<file path="config.mk">
export PLATFORM = sky130hd
export DESIGN_NAME = pwrf_divider
export DESIGN_NICKNAME = d
export VERILOG_FILES = /design/src/sv/peak_window_rate_finder_unit_assert.svh /design/src/sv/pwrf_pkg.sv /design/src/sv/pwrf_divider.sv
export SDC_FILE = /design/constraint.sdc
export NUM_CORES = 1
export LEC_CHECK = 0
export BUFFER_PORTS_ARGS = -buffer_cell sky130_fd_sc_hd__buf_2
export CAP_MARGIN = 20
export CELL_PAD_IN_SITES_DETAIL_PLACEMENT = 1
export CELL_PAD_IN_SITES_GLOBAL_PLACEMENT = 2
export CORE_UTILIZATION = 34
export DETAILED_ROUTE_END_ITERATION = 10
export GPL_ROUTABILITY_DRIVEN = 0
export PLACE_DENSITY_LB_ADDON = 0.12
export SLEW_MARGIN = 20
export SYNTH_ARGS = -nofsm -noshare
export SYNTH_HDL_FRONTEND = slang
export SYNTH_SLANG_ARGS = --single-unit
</file>
<file path="constraint.sdc">
create_clock -name clk -period 2.9 [get_ports clk]
set_input_delay 0.725 -clock clk [delete_from_list [all_inputs] [get_ports clk]]
set_output_delay 0.725 -clock clk [all_outputs]
set_load 0.02 [all_outputs]
</file>
<file path="src/sv/peak_window_rate_finder_unit_assert.svh">
// Assertion macros shared by the peak window rate finder RTL.
// Depends on nothing; included by modules that carry assertions.
`ifndef PEAK_WINDOW_RATE_FINDER_UNIT_ASSERT_SVH
`define PEAK_WINDOW_RATE_FINDER_UNIT_ASSERT_SVH

// Same-cycle implication.
`define PWRF_ASSERT_NOW(lbl, clk, rst_n, ante, cons, msg) \
    lbl: assert property (@(posedge clk) disable iff (!rst_n) (ante) |-> (cons)) \
        else $error(msg);

// Next-cycle implication.
`define PWRF_ASSERT_NEXT(lbl, clk, rst_n, ante, cons, msg) \
    lbl: assert property (@(posedge clk) disable iff (!rst_n) (ante) |=> (cons)) \
        else $error(msg);

`endif

</file>
<file path="src/sv/pwrf_pkg.sv">
// Package for the peak window rate finder: widths, defaults and shared types.
// No dependencies.
package pwrf_pkg;

    localparam int WINDOW_MAX_DEF = 256;
    localparam int COUNT_BITS_DEF = 24;

    localparam int OFFSET_W = 32;
    localparam int WIN_W    = 9;
    localparam int START_W  = 24;
    localparam logic [WIN_W-1:0] WIN_RESET = 9'd30;

    localparam int QUEUE_DEPTH = 4;
    localparam int QPTR_W      = 2;

    typedef struct packed {
        logic [OFFSET_W-1:0] offset;
        logic                last;
        logic                even;
    } item_t;

    typedef struct packed {
        logic                start;
        logic [OFFSET_W-1:0] dividend;
        logic [OFFSET_W-1:0] divisor;
    } div_req_t;

    typedef struct packed {
        logic                done;
        logic [OFFSET_W-1:0] quotient;
        logic [OFFSET_W-1:0] remainder;
    } div_rsp_t;

endpackage

</file>
<file path="src/sv/pwrf_divider.sv">
// Restoring divider, one quotient bit per cycle.
// Depends on pwrf_pkg. Divisor must be nonzero.
module pwrf_divider (
    input  logic                clk,
    input  logic                rst_n,
    input  pwrf_pkg::div_req_t  req,
    output pwrf_pkg::div_rsp_t  rsp
);

    localparam int DW    = pwrf_pkg::OFFSET_W;
    localparam int CNT_W = $clog2(DW);

    logic             busy_reg, busy_next;
    logic             done_reg, done_next;
    logic [CNT_W-1:0] cnt_reg, cnt_next;
    logic [DW-1:0]    quo_reg, quo_next;
    logic [DW-1:0]    rem_reg, rem_next;
    logic [DW-1:0]    dvs_reg, dvs_next;
    logic [DW:0]      trial;
    logic             fits;

    assign trial = {rem_reg, quo_reg[DW-1]};
    assign fits  = (trial >= {1'b0, dvs_reg});

    always_comb
    begin
        busy_next = busy_reg;
        done_next = 1'b0;
        cnt_next  = cnt_reg;
        quo_next  = quo_reg;
        rem_next  = rem_reg;
        dvs_next  = dvs_reg;
        if (req.start)
        begin
            busy_next = 1'b1;
            cnt_next  = '0;
            quo_next  = req.dividend;
            rem_next  = '0;
            dvs_next  = req.divisor;
        end
        else if (busy_reg)
        begin
            rem_next = fits ? DW'(trial - {1'b0, dvs_reg}) : trial[DW-1:0];
            quo_next = {quo_reg[DW-2:0], fits};
            cnt_next = cnt_reg + CNT_W'(1);
            if (cnt_reg == CNT_W'(DW - 1))
            begin
                busy_next = 1'b0;
                done_next = 1'b1;
            end
        end
    end

    always_ff @(posedge clk or negedge rst_n)
    begin
        if (!rst_n)
        begin
            busy_reg <= 1'b0;
            done_reg <= 1'b0;
            cnt_reg  <= '0;
        end
        else
        begin
            busy_reg <= busy_next;
            done_reg <= done_next;
            cnt_reg  <= cnt_next;
        end
    end

    always_ff @(posedge clk)
    begin
        quo_reg <= quo_next;
        rem_reg <= rem_next;
        dvs_reg <= dvs_next;
    end

    assign rsp.done      = done_reg;
    assign rsp.quotient  = quo_reg;
    assign rsp.remainder = rem_reg;

endmodule

</file>
# Word level (Yosys, flattened, before mapping)
# Cells that the tools add are included.
[totals]
out_inout_bits = 65
ff_bits = 103
word_cells = 22
[op_classes]
reduce_logical = 1
eq_ne = 1
n_lt_le_gt_ge = 1
muxes = 11
n_addsub = 2
[ops]
columns = ["op", "count"]
rows = [
  ["2-to-1 mux 32 bit", 3],
  ["greater-or-equal comparator 33 x 32 -> 1 bit", 1],
  ["subtractor 32 bit", 1],
  ["2-to-1 mux 5 bit", 2],
  ["2-to-1 mux 1 bit", 6],
  ["adder 5 x 1 -> 5 bit (second input constant)", 1],
  ["equality test 5 bit (second input constant)", 1],
  ["nonzero test 2 bit", 1],
]

# Logic depth before layout (Yosys ltp)
[depth]
depth_word = 4
depth_mapped = 13
mapped_depth_nobuf = 11

# Worst setup path before layout
# OpenSTA, ideal clock, no wires.
[synth_timing]
kind = "register to register"
startpoint = "reg rem_reg[17]"
endpoint = "reg rem_reg[0]"
slack_ns = 0.188
arrival_ns = 2.632
stages_incl_launch_ff = 12
n_path_buf = 2
period_less_slack_ns = 2.712
setup_ns = 0.079
path_cell_list = "dfxtp_1 ha_1 buf_2 a21o_1 a21oi_2 o21ai_0 a221o_1 o21ai_2 a21o_1 buf_6 mux2_1 a211oi_2"
[synth_between]
elab_chain_len = 2
[synth_lines]
columns = ["item", "line", "rtl"]
rows = [
  ["start: declaration", "pwrf_divider.sv:17", "logic [DW-1:0] rem_reg, rem_next;"],
  ["start signal: assignment", "pwrf_divider.sv:73", "rem_reg <= rem_next;"],
  ["greater-or-equal comparator 33 x 32 -> 1 bit", "pwrf_divider.sv:23", "assign fits = (trial >= {1'b0, dvs_reg});"],
  ["2-to-1 mux 32 bit", "pwrf_divider.sv:43", "rem_next = fits ? DW'(trial - {1'b0, dvs_reg}) : trial[DW-1:0];"],
]
# Every way passes these cells.
# A chain may end at the register's enable or synchronous reset.

# Worst setup path in the final report
[layout_timing]
startpoint = "reg rem_reg[9]"
endpoint = "reg rem_reg[20]"
[layout_between]
elab_chain_len = 2
word_cells_on_any_way = 3
classes_between = "add/sub: 1; order compare: 1; mux: 1"
[layout_lines]
columns = ["item", "line"]
rows = [
  ["subtractor 32 bit / greater-or-equal comparator 33 x 32 -> 1 bit (equally long branches)", "pwrf_divider.sv:43, pwrf_divider.sv:23"],
  ["2-to-1 mux 32 bit (*)", "pwrf_divider.sv:43"],
]
# Every way passes the cells marked *; elsewhere a longest branch is shown, timed or not.

==> results.sh <==
export IMPL_clock_latency_ps=360
export IMPL_hold_path_class="input port to asynchronous set/reset pin"
export IMPL_rrSetupSlack_ps=160
export IMPL_synth_most_common_cell="nand2_1"
export IMPL_pwr_density_cell_mw_per_mm2=481.9
export IMPL_synth_warning_count=0
export IMPL_grt_busiest_layer="met2"
export IMPL_p_leak_uw=0.003253
export IMPL_clockBufferDepth=2
export IMPL_met1_usage=0.2533
export IMPL_clock_root_buffer="clkbuf_16"
export IMPL_avgRoutedWirePerCell_um=18.10
export IMPL_internal_power_uw=2554
export IMPL_final_cell_area_mm2=0.007287
export IMPL_ys_top_cells_by_area="edfxtp_1 32%, dfxtp_1 11%, ha_1 7.1%"
export IMPL_place_port_buffers=131
export IMPL_rsz0062_at_grt="yes"
export IMPL_path_cells="ha_2 -> a21o_4 -> a31oi_4 -> a211o_1 -> a211oi_4 -> o21ai_2 -> a21o_1 -> buf_6 -> nand2_1 -> a311oi_1"
export IMPL_drtIter0Drc=228
export IMPL_design_core_area_mm2=0.01718
export IMPL_syn2layout_area_growth_pct=22.33
export IMPL_slew_viol_final=0
export IMPL_critPathTopFamily="compound AO/OA/AOI/OAI gates"
export IMPL_grt_pass1_vias=5205
export IMPL_placed_cells=926
export IMPL_track_usage=0.1995
export IMPL_wl_mm=17.07
export IMPL_dpl_cell_area_mm2=0.006897
export IMPL_grt_max_degree=41
export IMPL_yosysUniqueCellTypes=62
export IMPL_peakVddDrop_uv=369.5
export IMPL_vias=4904
export IMPL_ctsHoldBuffers=0
export IMPL_max_freq_ghz=0.3647
export IMPL_drc_errors=0
export IMPL_fp_dieW_um=134.4
export IMPL_ys_seq_area_frac=0.4596
export IMPL_rows=48
export IMPL_p_comb_frac=0.144
export IMPL_grt_use_met3=0.05367
export IMPL_synth_edf_count=64
export IMPL_switchingPower_uw=957.4
export IMPL_critical_path_class="flip-flop to flip-flop"
export IMPL_synth_largest_area_cell="edfxtp_1"
export IMPL_critPathBufInv=1
export IMPL_cts_buffers=9
export IMPL_period_share=0.9454
export IMPL_grt_antenna_before_repair=1
export IMPL_yosysTopAreaCellShare=0.3226
export IMPL_worstMarginPinSlew_ps=772.0
export IMPL_synthCells=580
export IMPL_first_pass_iters=4
export IMPL_worstPathArrival_ps=3010
export IMPL_worstPathRequired_ps=3170
export IMPL_finalHoldViolCount=0
export IMPL_cts_sinks=103
export IMPL_io_pins=132
export IMPL_post_dp_hpwl_mm=13.01
export IMPL_netlist_area_mm2=0.005957
export IMPL_status="complete, no violations"
export IMPL_drive_gt1_frac=0.3106
export IMPL_synth_area_per_cell_um2=10.27
export IMPL_die_y_um=134.4
export IMPL_grt_util_met2=0.3299
export IMPL_cp_end_kind="flip-flop"
export IMPL_ys_seq_elements=103
export IMPL_switching_share=0.2726
export IMPL_synth_common_cells="68 x nand2_1, 64 x edfxtp_1, 40 x inv_1"
export IMPL_slew_headroom=0.4788
export IMPL_layout_cells_non_filler=943
export IMPL_clock_power_share=0.374
export IMPL_skew_ps=10.70
export IMPL_viasPerCell=5.200
export IMPL_clk_transition_reported_paths_ps=80
export IMPL_ys_flop_type="edfxtp_1"
export IMPL_critPathMaxFanout=11
export IMPL_ant_nets=0
export IMPL_fin_hold_ws_ps=182.2
export IMPL_overflow=0
export IMPL_initial_core_util=0.3468
export IMPL_nets=815
export IMPL_htreeDepth=3
export IMPL_maxCapViolations=0
export IMPL_finalSetupViolations=0
export IMPL_design_die_area_mm2=0.01805
export IMPL_cts_tree="yes"
export IMPL_cp_slowest_cell="dfxtp_1"
export IMPL_grt_pass1_wl_mm=27.96
export IMPL_syn_nets=682
export IMPL_slowest_delay_ps=430
export IMPL_period_needed_ps=2742
export IMPL_critPathLaunchType="flip-flop"
export IMPL_seqPwrFrac=0.483
export IMPL_async_reset_ff_frac=0.06796
export IMPL_n_antenna_cell=0
[through the flow]
| step | setup WS [ps] | utilization | power (uW) | setup TNS (ps) |
|---|---|---|---|---|
| after floorplan | 188.2 | - | 2041 | 0 |
| after global routing | -13.02 | 0.4242 | 3664 | -23.42 |
| after global placement | -18.80 | 0.4015 | 2220 | -70.30 |
| final | 158.2 | 0.4242 | 3512 | 0 |
| after CTS | 5.401 | 0.4207 | 3574 | 0 |
| after detailed placement | -107.2 | 0.4015 | 2229 | -1725 |
[cell families (layout without fill, tap and decap cells)]
family | count (synthesis) | in the layout | share of synthesized area
and+or+nand+nor | 150 | 150 | 0.1132
AOI/OAI and AO/OA | 145 | 145 | 0.1735
DFF | 103 | 103 | 0.4596
buffers and inverters | 73 | 211 | 0.05419
muxes | 44 | 44 | 0.08066
adders and majority gates | 35 | 35 | 0.07477
xor gates and xnor gates | 30 | 30 | 0.04411
[worst paths after layout]
path                            depth (start not counted)       start          end
worst max-delay path                                   10  rem_reg[9]  rem_reg[20]
worst min-delay path                                    1       rst_n   cnt_reg[0]
worst max register to register                         10  rem_reg[9]  rem_reg[20]
worst min register to register                          2  rem_reg[2]   rem_reg[2]
max in group asynchronous                               1       rst_n     busy_reg
min in group clk                                        2  rem_reg[2]   rem_reg[2]
[power by group through the flow]
stage	sequential [uW]	clock (uW)	combinational (uW)
6_report	1700	1310	504
5_1_grt	1710	1400	552
4_1_cts	1700	1370	505
3_5_place_dp	1730	0	501
3_3_place_gp	1730	0	495
2_1_floorplan	1780	0	256
[layout make-up]
class | instances | area [um2]
fillers | 1997 | 9889
multi-input cells | 404 | 2954
flip-flops and latches | 103 | 2738
repair buffers | 155 | 849.6
well taps | 225 | 281.5
clock buffers | 9 | 225.2
inverters | 40 | 150.1
clock inverters | 7 | 88.84
[timing repair]
action                                  4_1_cts  5_1_grt
setup buffers                                 0        1
hold endpoints to repair                      0        0
endpoints found under the setup margin       29       33
resized for setup                             2       15
pin swaps                                     0        2
[layout by cell type (no fill, tap or decap), drive strengths merged, types with 16 or more instances in the layout]
master    n
dfxtp    32
xnor2    16
edfxtp   64
o21ai    31
nor2     38
mux2     32
a21o     19
inv      44
a21oi    32
ha       34
buf     155
nand2    68
[layer usage]
layer,part of all wire,vias to the layer above
met5,0,-
met4,0.017,0
met3,0.064,17
met2,0.46,127
met1,0.46,2374
li1,-,2386
(Power assumes the default switching activity.)
