[src/sv/peak_window_rate_finder_unit_assert.svh]
// Assertion macros shared by the peak window rate finder RTL.
// Depends on nothing; included by modules that carry assertions.
`ifndef PEAK_WINDOW_RATE_FINDER_UNIT_ASSERT_SVH
`define PEAK_WINDOW_RATE_FINDER_UNIT_ASSERT_SVH

// Same-cycle implication.
`define PWRF_ASSERT_NOW(lbl, clk, rst_n, ante, cons, msg) \
    lbl: assert property (@(posedge clk) disable iff (!rst_n) (ante) |-> (cons)) \
        else $error(msg);

// Next-cycle implication.
`define PWRF_ASSERT_NEXT(lbl, clk, rst_n, ante, cons, msg) \
    lbl: assert property (@(posedge clk) disable iff (!rst_n) (ante) |=> (cons)) \
        else $error(msg);

`endif

[src/sv/pwrf_pkg.sv]
// Package for the peak window rate finder: widths, defaults and shared types.
// No dependencies.
package pwrf_pkg;

    localparam int WINDOW_MAX_DEF = 256;
    localparam int COUNT_BITS_DEF = 24;

    localparam int OFFSET_W = 32;
    localparam int WIN_W    = 9;
    localparam int START_W  = 24;
    localparam logic [WIN_W-1:0] WIN_RESET = 9'd30;

    localparam int QUEUE_DEPTH = 4;
    localparam int QPTR_W      = 2;

    typedef struct packed {
        logic [OFFSET_W-1:0] offset;
        logic                last;
        logic                even;
    } item_t;

    typedef struct packed {
        logic                start;
        logic [OFFSET_W-1:0] dividend;
        logic [OFFSET_W-1:0] divisor;
    } div_req_t;

    typedef struct packed {
        logic                done;
        logic [OFFSET_W-1:0] quotient;
        logic [OFFSET_W-1:0] remainder;
    } div_rsp_t;

endpackage

[src/sv/pwrf_front.sv]
// Input side: accepts offset transactions, tags them and queues them.
// Depends on pwrf_pkg.
module pwrf_front (
    input  logic                          clk,
    input  logic                          rst_n,
    input  logic                          s_tvalid,
    output logic                          s_tready,
    input  logic [pwrf_pkg::OFFSET_W-1:0] s_tdata,
    input  logic                          s_tlast,
    output logic                          q_valid,
    output pwrf_pkg::item_t               q_item,
    input  logic                          q_pop
);

    localparam int DEPTH = pwrf_pkg::QUEUE_DEPTH;
    localparam int PW    = pwrf_pkg::QPTR_W;

    pwrf_pkg::item_t  entry_reg [DEPTH];
    logic [PW-1:0]    wr_ptr_reg, wr_ptr_next;
    logic [PW-1:0]    rd_ptr_reg, rd_ptr_next;
    logic [PW:0]      count_reg, count_next;
    logic             push;
    pwrf_pkg::item_t  tagged_item;

    assign s_tready = (count_reg != (PW+1)'(DEPTH));
    assign push     = s_tvalid && s_tready;
    assign q_valid  = (count_reg != '0);
    assign q_item   = entry_reg[rd_ptr_reg];

    always_comb
    begin
        tagged_item.offset = s_tdata;
        tagged_item.last   = s_tlast;
        tagged_item.even   = ~s_tdata[0];
    end

    always_comb
    begin
        wr_ptr_next = wr_ptr_reg;
        rd_ptr_next = rd_ptr_reg;
        count_next  = count_reg;
        if (push)
        begin
            wr_ptr_next = wr_ptr_reg + PW'(1);
        end
        if (q_pop)
        begin
            rd_ptr_next = rd_ptr_reg + PW'(1);
        end
        if (push && !q_pop)
        begin
            count_next = count_reg + (PW+1)'(1);
        end
        else if (!push && q_pop)
        begin
            count_next = count_reg - (PW+1)'(1);
        end
    end

    always_ff @(posedge clk or negedge rst_n)
    begin
        if (!rst_n)
        begin
            wr_ptr_reg <= '0;
            rd_ptr_reg <= '0;
            count_reg  <= '0;
        end
        else
        begin
            wr_ptr_reg <= wr_ptr_next;
            rd_ptr_reg <= rd_ptr_next;
            count_reg  <= count_next;
        end
    end

    always_ff @(posedge clk)
    begin
        if (push)
        begin
            entry_reg[wr_ptr_reg] <= tagged_item;
        end
    end

endmodule

[config.mk]
export PLATFORM = sky130hd
export DESIGN_NAME = pwrf_front
export DESIGN_NICKNAME = d
export VERILOG_FILES = /design/src/sv/peak_window_rate_finder_unit_assert.svh /design/src/sv/pwrf_pkg.sv /design/src/sv/pwrf_front.sv
export SDC_FILE = /design/constraint.sdc
export NUM_CORES = 1
export LEC_CHECK = 0
export BUFFER_PORTS_ARGS = -buffer_cell sky130_fd_sc_hd__buf_2
export CAP_MARGIN = 20
export CORE_ASPECT_RATIO = 0.7
export CORE_UTILIZATION = 48
export CTS_CLUSTER_SIZE = 10
export DETAILED_ROUTE_END_ITERATION = 16
export GPL_TIMING_DRIVEN = 1
export HOLD_SLACK_MARGIN = 0.03
export PLACE_DENSITY_LB_ADDON = 0.12
export SYNTH_ARGS = -nofsm -noshare
export SYNTH_HDL_FRONTEND = slang
export SYNTH_SLANG_ARGS = --single-unit
[constraint.sdc]
create_clock -name clk -period 2 [get_ports clk]
set_input_delay 0.4 -clock clk [delete_from_list [all_inputs] [get_ports clk]]
set_output_delay 0.4 -clock clk [all_outputs]
set_load 0.01 [all_outputs]
# Word-level counts from Yosys, hierarchy flattened
# Memory sizes are Yosys's and may differ from the RTL's.
# Cells that the tools add are included.
dict set report classes {
  addsub 4
  mul 0
  div 0
  order_cmp 0
  n_eq_ne 1
  shifts 0
  muxes 4
  bitwise 1
  n_reduce_logical 7
}
# cell count
set ops {}
lappend ops {{$mux 3} 2}
lappend ops {{$add 2x1->2 const B} 2}
lappend ops {{$add 3x1->3 const B} 1}
lappend ops {{$logic_and 1x1->1} 3}
lappend ops {{$ne 3x3->1 const B} 1}
lappend ops {{$reduce_bool 3->1} 1}
lappend ops {{$sub 3x1->3 const B} 1}
lappend ops {{$logic_not 1->1} 2}
lappend ops {{$mux 1} 2}
lappend ops {{$reduce_bool 2->1} 1}
lappend ops {{$not 1->1} 1}
dict set report totals {
  register_bits 7
  latch_bits 0
  ram_bits 136
  rom_bits 0
  input_bits 37
  out_inout_bits 36
  wordCells 21
  n_memories 1
}
# memory depth word_bits read_ports rd_ports_with_merged_regs write_ports line
set memory_table {}
lappend memory_table {entry_reg 4 34 1 0 1 pwrf_front.sv:18} ;# pwrf_pkg::item_t entry_reg [DEPTH];

# Logic depth before layout (Yosys ltp)
dict set report depth {
  depth_word 6
  mapped_depth 8
  mapped_depth_nobuf 8
}

# Worst setup path before layout
# No wires, ideal clock.
dict set report synth_timing {
  path_type {reg-to-reg}
  from {register count_reg[0]}
  to {memory entry_reg[0][0] (netlist name) (enable)}
  arrival_time_ps 1606
  required_time_ps 1606
  path_slack_ps 0
  stages_incl_launch_ff 4
  n_path_buf 0
  synth_period_minus_slack_ps 2000
  path_cell_list {dfrtp_1 > nor2_1 > a21boi_2 > and2_1}
}
dict set report synth_via {
  elab_chain_len 4
}
# item line
set synth_rtl {}
lappend synth_rtl {{from (decl)} pwrf_front.sv:21} ;# logic [PW:0] count_reg, count_next;
lappend synth_rtl {{from (signal assigned)} pwrf_front.sv:72} ;# count_reg <= count_next;
lappend synth_rtl {{$ne 3x3->1} pwrf_front.sv:25} ;# assign s_tready = (count_reg != (PW+1)'(DEPTH));
lappend synth_rtl {{$logic_and 1x1->1} pwrf_front.sv:26} ;# assign push = s_tvalid && s_tready;
lappend synth_rtl {{net push} pwrf_front.sv:22} ;# logic push;
lappend synth_rtl {{$mux 1} pwrf_front.sv:78} ;# if (push)
lappend synth_rtl {{$mux 1 (implied by the code)} pwrf_front.sv:80} ;# entry_reg[wr_ptr_reg] <= tagged_item;
lappend synth_rtl {{to (decl)} pwrf_front.sv:18}
# The timed path passes the listed nets, and every way through them passes these cells.

==> run_results.csv <==
group,metric,value,unit
timing,tightest_slew,0.308,ns
setup_path,path_class,"register to primary output",
power,ir_drop,0.00102,V
cells_and_area,nNetsFinal,366,
hold_path,hp-class,"primary input to register",
timing,rsz0062_at_grt,"true",
grt,grt-ovfl-total,0,
setup_path,worstPathRequired,1.60,ns
power,switching_share,28.4,%
timing,max_freq,460,MHz
cells_and_area,regArea,4260,sq um
cells_and_area,multi_input_area,986,sq um
synth,synth_cell_types,18,
grt,met2_usage,26.8,%
synth,ys.warnings.count,0,
cells_and_area,fill_cells,733,
clock_tree,cts_sinks,143,
placement,place_area,6010,sq um
cells_and_area,antennaDiodeCount,0,
timing,post-route-min-period,2.17,ns
grt,grt_pass1_vias,2548,
grt,busiest_layer,"met2",
die,dieWidth,128,microns
timing,fin_worst_skew,0.00967,ns
clock_tree,cts_htree_levels,4,
grt,grt_max_degree,24,
grt,use_met1,23.1,%
cells_and_area,areaGrowthSynthToFinish,28.7,%
grt,antenna_found_initial,0,
grt,grt_pass1_wl,14.3,mm
synth,syn_inst,214,
timing,layout_setup_ws,-0.172,ns
die,row_count,31,
setup_path,startpoint_type,"register",
cells_and_area,fin_cells,484,
die,io_pins,73,
setup_path,crit_fanout,5,
placement,dp_slack,0.214,ns
timing,report.final.slew_viol_count,0,
placement,hpwlAfterDp,5.19,mm
timing,relSlewSlack,79.5,%
drt,wl,9.35,mm
power,internal_power,7.87,mW
synth,syn_avg_cell_area,25.1,sq um
drt,drcViolationCount,0,
synth,yosys_register_bits,143,
outcome,failed_checks,"negative setup slack",
clock_tree,cts-buffers-inserted,17,
timing,finalHoldViolations,0,
placement,place_inst,439,
cells_and_area,largest_reg_flops,136,
setup_path,crit_path_end_kind,"primary output",
synth,yosysSeqAreaShare,79.3,%
clock_tree,cts_root_buffer,"clkbuf_16",
clock_tree,cts_tree,"done",
drt,drt_iter0_drc,82,
cells_and_area,layout_common_cells,"edfxtp_1 (136), buf_2 (48), mux4_2 (34), buf_6 (27), clkbuf_16 (19)",
clock_tree,clkTransAtPathRegs,0.06,ns
drt,drt_pass1_iterations,4,
cells_and_area,layout-drive-gt1-share,50.9,%
synth,syn-num-nets,257,
outcome,status,"complete, but fails checks",
die,initial_core_util,50.6,%
grt,grt_use_total,17.6,%
power,switchingPower,3.12,mW
timing,period_share,109,%
power,combPwrFrac,34.7,%
placement,io_buffers,72,
setup_path,worstPathArrival,1.77,ns
drt,vias,2467,
power,p_seq_share,37.9,%
drt,wire_per_inst,19.3,microns
timing,setup_viol,34,
synth,syn_area,5370,sq um
cells_and_area,post-route-util,65.1,%
cells_and_area,final_common_cell,"edfxtp_1",
power,p_leak,2.46,nW
drt,via_per_inst,5.10,
power,p_total,11.0,mW
cells_and_area,fin_area,6920,sq um
die,core,10600,sq um
clock_tree,worstSkewPairLatency,0.42,ns
grt,met3_usage,5.21,%
placement,place_congestion,0.716,
clock_tree,clock_path_buffers,2,
die,die_y,90.5,microns
power,p_per_area,1590,nW/um^2
power,clkPwrFrac,27.4,%
drt,final_antenna_net_count,0,
run,cap_violations,0,
die,design.die.area,11600,sq um
## worst max-delay path, stage by stage (launching register included)
cell and delay (ns):
dfrtp_2 0.41, buf_6 0.13, clkbuf_16 0.15, mux4_2 0.52, buf_6 0.14
## what timing repair did
action | in CTS | in global routing
resized for setup | 23 | 14
hold buffers | 1 | 0
buffers inserted | 7 | 2
endpoints found under the setup margin | 34 | 34
hold endpoints to repair | 7 | 0
pin swaps | 0 | 0
gates cloned | 1 | 2
## power by group through the flow
stage | clock (mW) | sequential (mW) | combinational (mW)
after floorplan | 0 | 4.16 | 1.93
after global placement | 0 | 4.20 | 2.90
after detailed placement | 0 | 4.22 | 2.92
after CTS | 3.07 | 4.16 | 3.56
after global routing | 3.19 | 4.21 | 4.07
final | 3.01 | 4.16 | 3.81
## per-layer routing
metal | vias to the layer above | share of wire [%]
met2 | 61 | 48
met5 | - | 0
met3 | 12 | 4.7
li1 | 1119 | -
met1 | 1275 | 46
met4 | 0 | 1.3
## logic make-up (layout without fill, tap and decap cells)
group                    count (synthesis)  in the layout  synth area share, %
AND/OR/NAND/NOR                          9              9                0.862
buffers and inverters                   13            135                 2.05
XOR/XNOR                                 6              6                0.978
flip-flops                             143            143                 79.3
multiplexers                            36             36                 15.1
AO/OA/AOI/OAI                            1              1                0.210
adder cells (fa/ha/maj)                  6              6                 1.54
## final timing paths
path	from	endpoint	slack, ns	cells past startpoint
max in group asynchronous	rst_n	rd_ptr_reg[1]$_DFFE_PN0P_	1.46	2
setup reg to reg	count_reg[0]$_DFFE_PN0P_	count_reg[2]$_DFFE_PN0P_	0.19	8
setup / recovery	rd_ptr_reg[0]$_DFFE_PN0P_	q_item[17]	-0.17	4
hold reg to reg	count_reg[2]$_DFFE_PN0P_	count_reg[2]$_DFFE_PN0P_	0.54	1
hold / removal	s_tdata[17]	entry_reg[1][19]$_DFFE_PP_	0.19	1
min in group asynchronous	rst_n	count_reg[2]$_DFFE_PN0P_	0.35	2
## layout make-up
type | instances | area share [%]
flip-flops and latches | 143 | 61.6
multi-input cells | 58 | 14.3
repair buffers | 98 | 12.8
clock buffers | 17 | 6.15
well taps | 148 | 2.68
clock inverters | 15 | 2.19
inverters | 5 | 0.271
## metrics by stage
| step | hold slack [ns] | TNS, ns |
|---|---|---|
| floorplan | 0.104 | 0 |
| global placement | 0.250 | 0 |
| detailed placement | 0.247 | 0 |
| CTS | 0.181 | -5.07 |
| global route | 0.184 | -6.74 |
| finish | 0.189 | -4.78 |
## synthesized netlist by cell type
library cell | n | area share (%)
a21boi_2 | 1 | 0.21
and2_1 | 4 | 0.47
buf_12 | 3 | 1.1
buf_2 | 4 | 0.37
buf_6 | 1 | 0.21
dfrtp_1 | 7 | 3.3
edfxtp_1 | 136 | 76
fa_1 | 1 | 0.37
ha_1 | 5 | 1.2
inv_1 | 5 | 0.35
mux2_2 | 2 | 0.42
mux4_1 | 6 | 2.9
mux4_2 | 28 | 12
nand2_1 | 2 | 0.14
nor2_1 | 2 | 0.14
or3_1 | 1 | 0.12
xnor2_1 | 3 | 0.49
xor2_1 | 3 | 0.49
No activity file was read; power rests on OpenSTA's default activity.
